**src/sv/cpu_alu_pkg.sv**
```systemverilog
// package for the cpu alu: operation codes, flag bit positions and field widths
// no dependencies; compiled before the interfaces and all modules
package cpu_alu_pkg;

    localparam int OP_W    = 5;
    localparam int WORD_W  = 16;
    localparam int BYTE_W  = 8;
    localparam int FLAGS_W = 4;
    localparam int BIDX_W  = 3;

    // flag bit positions in flags_in / flags_out
    localparam int FLAG_Z = 3;
    localparam int FLAG_N = 2;
    localparam int FLAG_H = 1;
    localparam int FLAG_C = 0;

    typedef enum logic [OP_W-1:0] {
        OP_ADD   = 5'd0,
        OP_ADC   = 5'd1,
        OP_SUB   = 5'd2,
        OP_SBC   = 5'd3,
        OP_CP    = 5'd4,
        OP_AND   = 5'd5,
        OP_OR    = 5'd6,
        OP_XOR   = 5'd7,
        OP_INC   = 5'd8,
        OP_DEC   = 5'd9,
        OP_CPL   = 5'd10,
        OP_RLC   = 5'd11,
        OP_RRC   = 5'd12,
        OP_RL    = 5'd13,
        OP_RR    = 5'd14,
        OP_SLA   = 5'd15,
        OP_SRA   = 5'd16,
        OP_SRL   = 5'd17,
        OP_SWAP  = 5'd18,
        OP_BIT   = 5'd19,
        OP_RES   = 5'd20,
        OP_SET   = 5'd21,
        OP_RLCA  = 5'd22,
        OP_RRCA  = 5'd23,
        OP_RLA   = 5'd24,
        OP_RRA   = 5'd25,
        OP_ADD16 = 5'd26,
        OP_ADDSP = 5'd27,
        OP_INC16 = 5'd28,
        OP_DEC16 = 5'd29
    } op_t;

    typedef struct packed {
        logic [OP_W-1:0]    operation;
        logic [WORD_W-1:0]  operand_a;
        logic [WORD_W-1:0]  operand_b;
        logic [FLAGS_W-1:0] flags_in;
        logic [BIDX_W-1:0]  bit_index;
    } alu_req_t;

    typedef struct packed {
        logic [WORD_W-1:0]  result;
        logic [FLAGS_W-1:0] flags_out;
        logic               write_result;
    } alu_rsp_t;

endpackage

```
**src/sv/cpu_alu_if.sv**
```systemverilog
// valid/ready channel interfaces for the cpu alu: operation request and result
// depends on cpu_alu_pkg for field widths
interface cpu_alu_req_if
    import cpu_alu_pkg::*;
    ();
    logic                valid;
    logic                ready;
    logic [OP_W-1:0]     operation;
    logic [WORD_W-1:0]   operand_a;
    logic [WORD_W-1:0]   operand_b;
    logic [FLAGS_W-1:0]  flags_in;
    logic [BIDX_W-1:0]   bit_index;

    modport source (output valid, operation, operand_a, operand_b, flags_in, bit_index,
                    input ready);
    modport sink   (input valid, operation, operand_a, operand_b, flags_in, bit_index,
                    output ready);
endinterface

interface cpu_alu_rsp_if
    import cpu_alu_pkg::*;
    ();
    logic                valid;
    logic                ready;
    logic [WORD_W-1:0]   result;
    logic [FLAGS_W-1:0]  flags_out;
    logic                write_result;

    modport source (output valid, result, flags_out, write_result, input ready);
    modport sink   (input valid, result, flags_out, write_result, output ready);
endinterface

```
**src/sv/cpu_alu_core.sv**
```systemverilog
// combinational datapath of the cpu alu: 8/16-bit arithmetic, logic, shifts, bit ops
// depends on cpu_alu_pkg
module cpu_alu_core
    import cpu_alu_pkg::*;
(
    input  alu_req_t req,
    output alu_rsp_t rsp
);

    logic [BYTE_W-1:0]  a;
    logic [BYTE_W-1:0]  b;
    logic               cin;
    logic               carry_t;
    logic [BYTE_W:0]    sum9;
    logic [4:0]         half_sum;
    logic [BYTE_W:0]    diff9;
    logic [4:0]         half_diff;
    logic [WORD_W:0]    sum17;
    logic [12:0]        sum13;
    logic [WORD_W-1:0]  offset16;
    logic [BYTE_W:0]    sp_low9;
    logic [4:0]         sp_half;
    logic [BYTE_W-1:0]  bit_mask;
    logic [WORD_W-1:0]  r;
    logic [FLAGS_W-1:0] f;
    logic               wr;

    assign a   = req.operand_a[BYTE_W-1:0];
    assign b   = req.operand_b[BYTE_W-1:0];
    assign cin = req.flags_in[FLAG_C];

    // carry/borrow in only for adc and sbc
    assign carry_t = ((op_t'(req.operation) == OP_ADC) || (op_t'(req.operation) == OP_SBC))
                     ? cin : 1'b0;

    assign sum9      = {1'b0, a} + {1'b0, b} + {{BYTE_W{1'b0}}, carry_t};
    assign half_sum  = {1'b0, a[3:0]} + {1'b0, b[3:0]} + {4'd0, carry_t};
    assign diff9     = {1'b0, a} - {1'b0, b} - {{BYTE_W{1'b0}}, carry_t};
    assign half_diff = {1'b0, a[3:0]} - {1'b0, b[3:0]} - {4'd0, carry_t};

    assign sum17    = {1'b0, req.operand_a} + {1'b0, req.operand_b};
    assign sum13    = {1'b0, req.operand_a[11:0]} + {1'b0, req.operand_b[11:0]};
    assign offset16 = {{BYTE_W{b[BYTE_W-1]}}, b};
    assign sp_low9  = {1'b0, req.operand_a[BYTE_W-1:0]} + {1'b0, b};
    assign sp_half  = {1'b0, req.operand_a[3:0]} + {1'b0, b[3:0]};

    assign bit_mask = BYTE_W'(1) << req.bit_index;

    always_comb
    begin
        r  = '0;
        f  = req.flags_in;
        wr = 1'b1;
        case (op_t'(req.operation))
            OP_ADD, OP_ADC:
            begin
                r = {8'd0, sum9[BYTE_W-1:0]};
                f = {sum9[BYTE_W-1:0] == '0, 1'b0, half_sum[4], sum9[BYTE_W]};
            end
            OP_SUB, OP_SBC, OP_CP:
            begin
                r  = {8'd0, diff9[BYTE_W-1:0]};
                f  = {diff9[BYTE_W-1:0] == '0, 1'b1, half_diff[4], diff9[BYTE_W]};
                wr = (op_t'(req.operation) != OP_CP);
            end
            OP_AND:
            begin
                r = {8'd0, a & b};
                f = {(a & b) == '0, 1'b0, 1'b1, 1'b0};
            end
            OP_OR:
            begin
                r = {8'd0, a | b};
                f = {(a | b) == '0, 3'b000};
            end
            OP_XOR:
            begin
                r = {8'd0, a ^ b};
                f = {(a ^ b) == '0, 3'b000};
            end
            OP_INC:
            begin
                r = {8'd0, a + 8'd1};
                f = {a == 8'hFF, 1'b0, a[3:0] == 4'hF, cin};
            end
            OP_DEC:
            begin
                r = {8'd0, a - 8'd1};
                f = {a == 8'h01, 1'b1, a[3:0] == 4'h0, cin};
            end
            OP_CPL:
            begin
                r = {8'd0, ~a};
                f = {req.flags_in[FLAG_Z], 1'b1, 1'b1, cin};
            end
            OP_RLC, OP_RLCA:
            begin
                r = {8'd0, a[6:0], a[7]};
                f = {3'b000, a[7]};
            end
            OP_RRC, OP_RRCA:
            begin
                r = {8'd0, a[0], a[7:1]};
                f = {3'b000, a[0]};
            end
            OP_RL, OP_RLA:
            begin
                r = {8'd0, a[6:0], cin};
                f = {3'b000, a[7]};
            end
            OP_RR, OP_RRA:
            begin
                r = {8'd0, cin, a[7:1]};
                f = {3'b000, a[0]};
            end
            OP_SLA:
            begin
                r = {8'd0, a[6:0], 1'b0};
                f = {3'b000, a[7]};
            end
            OP_SRA:
            begin
                r = {8'd0, a[7], a[7:1]};
                f = {3'b000, a[0]};
            end
            OP_SRL:
            begin
                r = {8'd0, 1'b0, a[7:1]};
                f = {3'b000, a[0]};
            end
            OP_SWAP:
            begin
                r = {8'd0, a[3:0], a[7:4]};
                f = {a == '0, 3'b000};
            end
            OP_BIT:
            begin
                r  = {8'd0, a};
                f  = {(a & bit_mask) == '0, 1'b0, 1'b1, cin};
                wr = 1'b0;
            end
            OP_RES:
            begin
                r = {8'd0, a & ~bit_mask};
            end
            OP_SET:
            begin
                r = {8'd0, a | bit_mask};
            end
            OP_ADD16:
            begin
                r = sum17[WORD_W-1:0];
                f = {req.flags_in[FLAG_Z], 1'b0, sum13[12], sum17[WORD_W]};
            end
            OP_ADDSP:
            begin
                r = req.operand_a + offset16;
                f = {2'b00, sp_half[4], sp_low9[BYTE_W]};
            end
            OP_INC16:
            begin
                r = req.operand_a + 16'd1;
            end
            OP_DEC16:
            begin
                r = req.operand_a - 16'd1;
            end
            default:
            begin
                r  = '0;
                wr = 1'b0;
            end
        endcase

        // cb-prefixed rotates and shifts take z from the result
        if ((op_t'(req.operation) == OP_RLC) || (op_t'(req.operation) == OP_RRC) ||
            (op_t'(req.operation) == OP_RL)  || (op_t'(req.operation) == OP_RR)  ||
            (op_t'(req.operation) == OP_SLA) || (op_t'(req.operation) == OP_SRA) ||
            (op_t'(req.operation) == OP_SRL))
        begin
            f[FLAG_Z] = (r[BYTE_W-1:0] == '0);
        end

        rsp.result       = r;
        rsp.flags_out    = f;
        rsp.write_result = wr;
    end

endmodule

```
**src/sv/cpu_alu_with_flags.sv**
```systemverilog
// cpu alu with flags: top level with input register, datapath and result register
// depends on cpu_alu_pkg, cpu_alu_if and cpu_alu_core
//
// usage:
//   req carries one operation item: operation code, operand_a, operand_b,
//   the incoming z/n/h/c flags and a bit index. rsp returns one item per
//   request: result, new flags and write_result.
//   an item is taken at a clock edge with valid and ready both high.
//   the item is captured in the input register, the datapath (one 17-bit
//   adder level plus selection) feeds the result register, where
//   rsp.valid rises, and the result is taken from there with rsp.ready.
//   throughput is one item per cycle while rsp.ready is high; req.ready
//   stays high while the result register can drain or is empty.
//   when rsp.ready is low the result is held, the input register keeps its
//   item behind it, and req.ready drops once both are full.
//   reset (rst_n low, asynchronous) empties both registers; no item is lost
//   or repeated across a stall.
module cpu_alu_with_flags
    import cpu_alu_pkg::*;
(
    input  logic          clk,
    input  logic          rst_n,
    cpu_alu_req_if.sink   req,
    cpu_alu_rsp_if.source rsp
);

    logic     in_valid_reg;
    alu_req_t in_data_reg;
    logic     out_valid_reg;
    alu_rsp_t out_data_reg;
    alu_rsp_t core_rsp;
    logic     out_advance;
    logic     in_accept;

    assign out_advance = !out_valid_reg || rsp.ready;
    assign req.ready   = !in_valid_reg || out_advance;
    assign in_accept   = req.valid && req.ready;

    always_ff @(posedge clk or negedge rst_n)
    begin
        if (!rst_n)
        begin
            in_valid_reg  <= 1'b0;
            out_valid_reg <= 1'b0;
        end
        else
        begin
            if (req.ready)
            begin
                in_valid_reg <= req.valid;
            end
            if (out_advance)
            begin
                out_valid_reg <= in_valid_reg;
            end
        end
    end

    always_ff @(posedge clk)
    begin
        if (in_accept)
        begin
            in_data_reg.operation <= req.operation;
            in_data_reg.operand_a <= req.operand_a;
            in_data_reg.operand_b <= req.operand_b;
            in_data_reg.flags_in  <= req.flags_in;
            in_data_reg.bit_index <= req.bit_index;
        end
        if (out_advance && in_valid_reg)
        begin
            out_data_reg <= core_rsp;
        end
    end

    cpu_alu_core u_core (
        .req (in_data_reg),
        .rsp (core_rsp)
    );

    assign rsp.valid        = out_valid_reg;
    assign rsp.result       = out_data_reg.result;
    assign rsp.flags_out    = out_data_reg.flags_out;
    assign rsp.write_result = out_data_reg.write_result;

    // an accepted item always lands in the input register
    a_accept_loads: assert property (@(posedge clk) disable iff (!rst_n)
        in_accept |=> in_valid_reg)
        else $error("accepted item not captured in input register");

    // a held item moves into the result register when it may advance
    a_item_moves: assert property (@(posedge clk) disable iff (!rst_n)
        (in_valid_reg && out_advance) |=> out_valid_reg)
        else $error("input register item not moved to result register");

    // a result only leaves after the receiver took it
    a_result_drains: assert property (@(posedge clk) disable iff (!rst_n)
        $fell(out_valid_reg) |-> $past(rsp.ready))
        else $error("result dropped without being taken");

    // compare and bit test never request write-back
    a_no_write_cp: assert property (@(posedge clk) disable iff (!rst_n)
        (in_valid_reg && out_advance &&
         ((op_t'(in_data_reg.operation) == OP_CP) ||
          (op_t'(in_data_reg.operation) == OP_BIT)))
        |=> !out_data_reg.write_result)
        else $error("write_result set for compare or bit test");

endmodule
```
**src/flat_wrapper.sv**
```systemverilog
// flat-port wrapper written by rule: the top's interface ports become plain ports
module cpu_alu_with_flags_flat import cpu_alu_pkg::*;
  (clk, rst_n, req_valid, req_operation, req_operand_a, req_operand_b, req_flags_in, req_bit_index, req_ready, rsp_valid, rsp_result, rsp_flags_out, rsp_write_result, rsp_ready);
  cpu_alu_req_if req_i ();
  cpu_alu_rsp_if rsp_i ();
  input  logic clk;
  input  logic rst_n;
  input wire logic [$bits(req_i.valid)-1:0] req_valid;
  input wire logic [$bits(req_i.operation)-1:0] req_operation;
  input wire logic [$bits(req_i.operand_a)-1:0] req_operand_a;
  input wire logic [$bits(req_i.operand_b)-1:0] req_operand_b;
  input wire logic [$bits(req_i.flags_in)-1:0] req_flags_in;
  input wire logic [$bits(req_i.bit_index)-1:0] req_bit_index;
  output wire logic [$bits(req_i.ready)-1:0] req_ready;
  output wire logic [$bits(rsp_i.valid)-1:0] rsp_valid;
  output wire logic [$bits(rsp_i.result)-1:0] rsp_result;
  output wire logic [$bits(rsp_i.flags_out)-1:0] rsp_flags_out;
  output wire logic [$bits(rsp_i.write_result)-1:0] rsp_write_result;
  input wire logic [$bits(rsp_i.ready)-1:0] rsp_ready;
  assign req_i.valid = req_valid;
  assign req_i.operation = req_operation;
  assign req_i.operand_a = req_operand_a;
  assign req_i.operand_b = req_operand_b;
  assign req_i.flags_in = req_flags_in;
  assign req_i.bit_index = req_bit_index;
  assign req_ready = req_i.ready;
  assign rsp_valid = rsp_i.valid;
  assign rsp_result = rsp_i.result;
  assign rsp_flags_out = rsp_i.flags_out;
  assign rsp_write_result = rsp_i.write_result;
  assign rsp_i.ready = rsp_ready;
  cpu_alu_with_flags u_core (.clk(clk), .rst_n(rst_n), .req(req_i), .rsp(rsp_i));
endmodule
```
**config.mk**
```make
export PLATFORM = sky130hd
export DESIGN_NAME = cpu_alu_with_flags_flat
export DESIGN_NICKNAME = d
export VERILOG_FILES = /design/src/sv/cpu_alu_pkg.sv /design/src/sv/cpu_alu_if.sv /design/src/sv/cpu_alu_core.sv /design/src/sv/cpu_alu_with_flags.sv /design/src/flat_wrapper.sv
export SDC_FILE = /design/constraint.sdc
export NUM_CORES = 1
export LEC_CHECK = 0
export ABC_AREA = 0
export BUFFER_PORTS_ARGS = -buffer_cell sky130_fd_sc_hd__buf_2
export CAP_MARGIN = 5
export CORE_MARGIN = 2
export CORE_UTILIZATION = 35
export DETAILED_ROUTE_END_ITERATION = 12
export SYNTH_ARGS = -nofsm -noshare
export SYNTH_HDL_FRONTEND = slang
export SYNTH_HIERARCHICAL = 1
export SYNTH_SLANG_ARGS = --single-unit
```
**constraint.sdc**
```tcl
create_clock -name clk -period 6 [get_ports clk]
set_clock_uncertainty 0.15 [all_clocks]
set_input_delay 0 -clock clk [delete_from_list [all_inputs] [get_ports clk]]
set_output_delay 0 -clock clk [all_outputs]
set_load 0.005 [all_outputs]
```
==> impl_results.md, run 1 <==
- RR Startpoint: u_core/in_data_reg[40]
- Worst reg2reg setup slack: 1.20 ns
- M1 GR Usage: 0.3216
- GRT Total Usage: 0.2270
- Die X: 141.0 microns
- WHS: 0.1981 ns
- # rows: 50
- Final setup viols: 0
- DR WL/cell: 20.89 microns
- PnR worst setup slack: 1.199 ns
- Total Negative Setup Slacks: 0 ns
- Most common cell after layout, fill and taps aside: buf_2
- Initial Util: 0.3535
- Hold depth: 2
- Max reg flops: 44
- Synthesized net count: 859
- Worst flop-to-flop path endpoint: u_core/rsp.flags_out[3]
- Antenna Violating Nets Remaining: 0
- Worst min-delay path class: in2reg
- Post-layout minimum cycle time: 4.801 ns
- Worst-path clk slew: 0.06 ns
- Pre-CTS WS: 1.329 ns
- Syn_area_per_cell: 8.792 sq um
- Critical Path RT: 6.01 ns
- Worst hold endpoint: u_core/in_data_reg[19]
- H-tree depth: 3
- Busiest grt layer: met2
- DP HPWL: 16.84 mm
- Io pins: 71
- Post-route clock period utilization: 0.8002
- Max-slew violations: 0
- Asr flop ratio synth: 0.02985
- Syn Std Cell Area: 6568 sq um
- Syn. warnings: 6
- RePlAce Congestion: 1.053
- Die Height: 141.0 microns
- Reg2Reg Depth: 10
- Vias in the first global route: 6,070
- Startpoint types: flop
- Die area: 19,880 sq um
- Vias: 6,575
- Largest area contributor in the netlist: edfxtp_1
- # DRC: 0
- GR Overflow Total: 0
- Worst Max-Slew Pin Slew: 1.152 ns
- DR vias/cell: 6.060
- Nets@finish: 958
- FMAX: 208.3 MHz
- CTS buffer count: 9
- Pleak: 3.097 nW
- Grt met3 use: 0.03770
- Core area: 18,580 sq um
- Grt met2 use: 0.3517
- Hold Crit Start: req_operand_b[12]
- Commonest non-fill, non-tap cells in the layout: 70 x buf_2, 65 x edfxtp_1, 60 x ha_1
- Starting DRC count in detailed routing: 808
- Crit end category: flop
- Total wire length: 22.67 mm
- Clk sinks: 67
- Post-CTS setup repair buffer count: 0
- Maximum VDD drop: 0.0001421 V
- Synth unique cells: 81
- Number of synthesized register bits: 67
- Syn Inst Count: 747
- Sequential share of the synthesized area: 0.3048
- Synth Flop Type: edfxtp_1
- Largest net degree at the start of global routing: 45
- Max Fanout on Critical Path: 31
- Post-synth EDFFs: 65
- Largest cells by area after synthesis: edfxtp_1 30%, ha_1 11%, a21oi_1 3.8%, xnor2_1 3.3%, nand2_1 3.1%
- Util after Layout: 0.4258
- Crit Path Category: reg2reg
- Ant diodes: 0
- Critical Path AT: 4.81 ns
- RSZ-0062 raised after global routing: false
- Drt pass-1 iters: 6
- Relative max-transition margin: 0.2271
- Worst skew pair latency: 0.35 ns
- I/O Buffers: 70
- Initial antenna violation count: 0
- PwrDens: 223.6 nW/um^2
- Yosys top cell area share: 0.2972
- Clock tree buffer depth: 2
- TritonCTS clock tree: done
- Total power: 1.769 mW
- First-pass GRT wire length: 34.66 mm
- Share of cells above drive strength 1: 0.1363
- Status: complete, no violations
- Area Growth Syn to Fin: 20.46%
- Fin. Hold Viols: 0
- Root Driver: clkbuf_16
- Max Cap Viol: 0
[per-layer routing]
metal / vias to the layer above / routed length (microns)
met5: - / 0
met4: 0 / 590
met3: 52 / 1868
met2: 374 / 9962
met1: 3094 / 10240
li1: 3055 / -
[metrics by stage]
stage | cells | cell area [sq um]
finish | 1085 | 7911
global route | 1085 | 7911
CTS | 1085 | 7911
detailed placement | 1020 | 7097
global placement | 1020 | 7097
floorplan | 747 | 6568
[worst max path at each step]
| stage | startpoint | endpoint | depth (start not counted) |
|---|---|---|---|
| after floorplan | u_core/in_data_reg[42] | u_core/rsp.flags_out[3] | 18 |
| after global placement | u_core/in_data_reg[40] | u_core/rsp.flags_out[3] | 10 |
| after detailed placement | u_core/in_data_reg[40] | u_core/rsp.flags_out[3] | 10 |
| after CTS | u_core/in_data_reg[40] | u_core/rsp.flags_out[3] | 10 |
| after global routing | u_core/in_data_reg[40] | u_core/rsp.flags_out[3] | 12 |
| final | u_core/in_data_reg[40] | u_core/rsp.flags_out[3] | 10 |
[repair_timing]
action,4_1_cts,5_1_grt
endpoints found under the setup margin,0,0
hold buffers,49,0
resized for setup,0,0
hold endpoints to repair,48,0
[worst max-delay path, stage by stage, from the launching register on]
cell and delay [ns]:
edfxtp_1 0.77, or3_1 0.70, nor2_1 0.62, a21oi_1 0.10, ha_1 0.35, xor2_1 0.18
a222oi_1 0.32, nand4b_1 0.16, or4_4 0.58, or4_4 0.49, o41ai_2 0.21
[cells by family (layout without fill, tap and decap cells)]
| kind of cell | Yosys count | after routing | synth area share |
|---|---|---|---|
| and+or+nand+nor | 266 | 266 | 0.2214 |
| AOI/OAI and AO/OA | 220 | 220 | 0.2303 |
| buffers and inverters | 83 | 187 | 0.05411 |
| DFF | 67 | 67 | 0.3048 |
| adders and majority gates | 64 | 64 | 0.1265 |
| xor gates and xnor gates | 46 | 46 | 0.06135 |
| muxes | 1 | 1 | 0.001524 |
[area by class of cell]
cell class / instances / area, sq um
sequential: 67 / 2002
clock buffer: 9 / 225.2
fill: 1813 / 10670
tap: 234 / 292.8
multi-input combinational: 597 / 4215
timing repair buffer: 130 / 923.4
clock inverter: 7 / 98.84
inverter: 41 / 153.9
[Yosys cell counts, types with 21 or more instances]
library cell / n
a21oi_1: 50
clkbuf_1: 22
edfxtp_1: 65
ha_1: 60
inv_1: 41
nand2_1: 55
nand3_1: 23
nor2_1: 51
nor3_1: 24
o21ai_0: 34
xnor2_1: 25
xor2_1: 21
[power breakdown]
part | internal, mW | total [mW] | switching (mW)
sequential | 0.562 | 0.595 | 0.0335
combinational | 0.235 | 0.586 | 0.352
clock | 0.367 | 0.588 | 0.221
total | 1.16 | 1.77 | 0.606
(Power assumes the default switching activity.)
==> inputs of run 2 (changes only) <==
==> constraint.sdc (replaced) <==
create_clock -name clk -period 5 [get_ports clk]
set_clock_uncertainty 0.15 [all_clocks]
set_input_delay 0 -clock clk [delete_from_list [all_inputs] [get_ports clk]]
set_output_delay 0 -clock clk [all_outputs]
set_load 0.005 [all_outputs]
==> run 2 against run 1 <==
Clock power rose by 2%; first-iteration DRC count is 8.2% higher; worst setup slack worse by 0.50 ns; maximum frequency grew 11%; largest power group is now combinational logic.
==> impl_results.md, run 2 (same netlist as run 1, synthesis figures left out) <==
- Core area: 18,580 sq um
- Final setup viols: 0
- FMAX: 232.2 MHz
- Vias: 6,632
- Clock tree buffer depth: 2
- RR Startpoint: u_core/in_data_reg[43]
- Initial antenna violation count: 0
- Worst skew pair latency: 0.35 ns
- Most common cell after layout, fill and taps aside: buf_2
- CP Buf/Inv Count: 0
- Post-route clock period utilization: 0.8613
- Hold Crit Start: req_operand_a[3]
- CP top delay family: simple AND/OR/NAND/NOR gates
- Share of cells above drive strength 1: 0.1473
- PwrDens: 255.6 nW/um^2
- H-tree depth: 3
- Worst reg2reg setup slack: 0.69 ns
- Nets@finish: 969
- Startpoint types: flop
- PnR worst setup slack: 0.6937 ns
- Total power: 2.032 mW
- Commonest non-fill, non-tap cells in the layout: 70 x buf_2, 65 x edfxtp_1, 60 x ha_1
- Worst min-delay path class: in2reg
- Post-layout minimum cycle time: 4.306 ns
- RSZ-0062 raised after global routing: false
- Max Fanout on Critical Path: 10
- Worst hold endpoint: u_core/in_data_reg[26]
- Status: complete, no violations
- Maximum VDD drop: 0.0001206 V
- Die Height: 141.0 microns
- Area Growth Syn to Fin: 21.03%
- Crit Path Category: reg2reg
- Total Negative Setup Slacks: 0 ns
- Pre-CTS WS: 0.7846 ns
- Total wire length: 23.52 mm
- Clk sinks: 67
- Hold depth: 2
- DR vias/cell: 6.051
- Vias in the first global route: 6,124
- First-pass GRT wire length: 35.62 mm
- Max reg flops: 44
- TritonCTS clock tree: done
- Max-slew violations: 0
- Fin. Hold Viols: 0
- CTS buffer count: 9
- # rows: 50
- Pleak: 3.134 nW
- Critical Path AT: 4.30 ns
- I/O Buffers: 70
- Post-CTS setup repair buffer count: 0
- Worst Max-Slew Pin Slew: 0.9708 ns
- Critical-path cell list: nor2b_1 -> nand3_1 -> fa_1 -> fa_1 -> xnor2_1 -> a222oi_1 -> nand4b_1 -> or4_4 -> or4_4 -> o41ai_2
- Crit end category: flop
- Die X: 141.0 microns
- DR WL/cell: 21.46 microns
- Ant diodes: 0
- DP HPWL: 17.74 mm
- Util after Layout: 0.4278
- Io pins: 71
- Starting DRC count in detailed routing: 874
- Largest net degree at the start of global routing: 45
- CP max stage cell: or4_4
- Critical Path RT: 5.00 ns
- Antenna Violating Nets Remaining: 0
- Root Driver: clkbuf_16
- Initial Util: 0.3535
- RePlAce Congestion: 1.047
- GRT Total Usage: 0.2349
- Drt pass-1 iters: 6
- # DRC: 0
- Largest stage delay on the critical path: 0.56 ns
- GR Overflow Total: 0
- Die area: 19,880 sq um
- Reg2Reg Depth: 10
- Max Cap Viol: 0
- Worst flop-to-flop path endpoint: u_core/rsp.flags_out[3]
- Worst-path clk slew: 0.06 ns
- Relative max-transition margin: 0.3528
==> run 2: area by class of cell <==
class | count | area, sq um
fill | 1847 | 10630
multi-input combinational | 597 | 4215
sequential | 67 | 2002
timing repair buffer | 141 | 1006
tap | 234 | 292.8
clock buffer | 10 | 239.0
inverter | 41 | 153.9
clock inverter | 6 | 40.04
==> run 2: stage by stage <==
| step | hold WS [ns] | area [sq um] | std cells |
|---|---|---|---|
| floorplan | -0.4456 | 6568 | 747 |
| global placement | -0.3636 | 7179 | 1031 |
| detailed placement | -0.3627 | 7179 | 1031 |
| CTS | 0.1964 | 7949 | 1096 |
| global route | 0.2134 | 7949 | 1096 |
| finish | 0.2083 | 7949 | 1096 |
==> run 2: power by group <==
| group | total [mW] | switching (mW) | internal, mW |
|---|---|---|---|
| Sequential | 0.710 | 0.0354 | 0.675 |
| Combinational | 0.721 | 0.432 | 0.290 |
| Clock | 0.600 | 0.252 | 0.349 |
| Total | 2.03 | 0.719 | 1.31 |
==> run 2: timing repair <==
action | in CTS | in global routing
hold buffers | 49 | 0
hold endpoints to repair | 48 | 0
resized for setup | 0 | 0
==> run 2: worst max path at each step <==
stage / startpoint / end / slack, ns / cells past startpoint
5_1_grt: u_core/in_data_reg[43] / u_core/rsp.flags_out[3] / 0.47 / 13
3_5_place_dp: u_core/in_data_reg[43] / u_core/rsp.flags_out[3] / 0.78 / 10
4_1_cts: u_core/in_data_reg[43] / u_core/rsp.flags_out[3] / 0.73 / 10
2_1_floorplan: u_core/in_data_reg[42] / u_core/rsp.flags_out[3] / 0.43 / 18
6_report: u_core/in_data_reg[43] / u_core/rsp.flags_out[3] / 0.69 / 10
3_3_place_gp: u_core/in_data_reg[41] / u_core/rsp.flags_out[3] / 0.87 / 12
==> run 2: metal layers <==
layer / up-vias / global-route usage / wire length, microns
met5: - / 0 / 0
met4: 0 / 0.1053 / 1133
met1: 3091 / 0.3176 / 10360
met3: 85 / 0.05876 / 2082
li1: 3076 / - / -
met2: 380 / 0.3553 / 9951
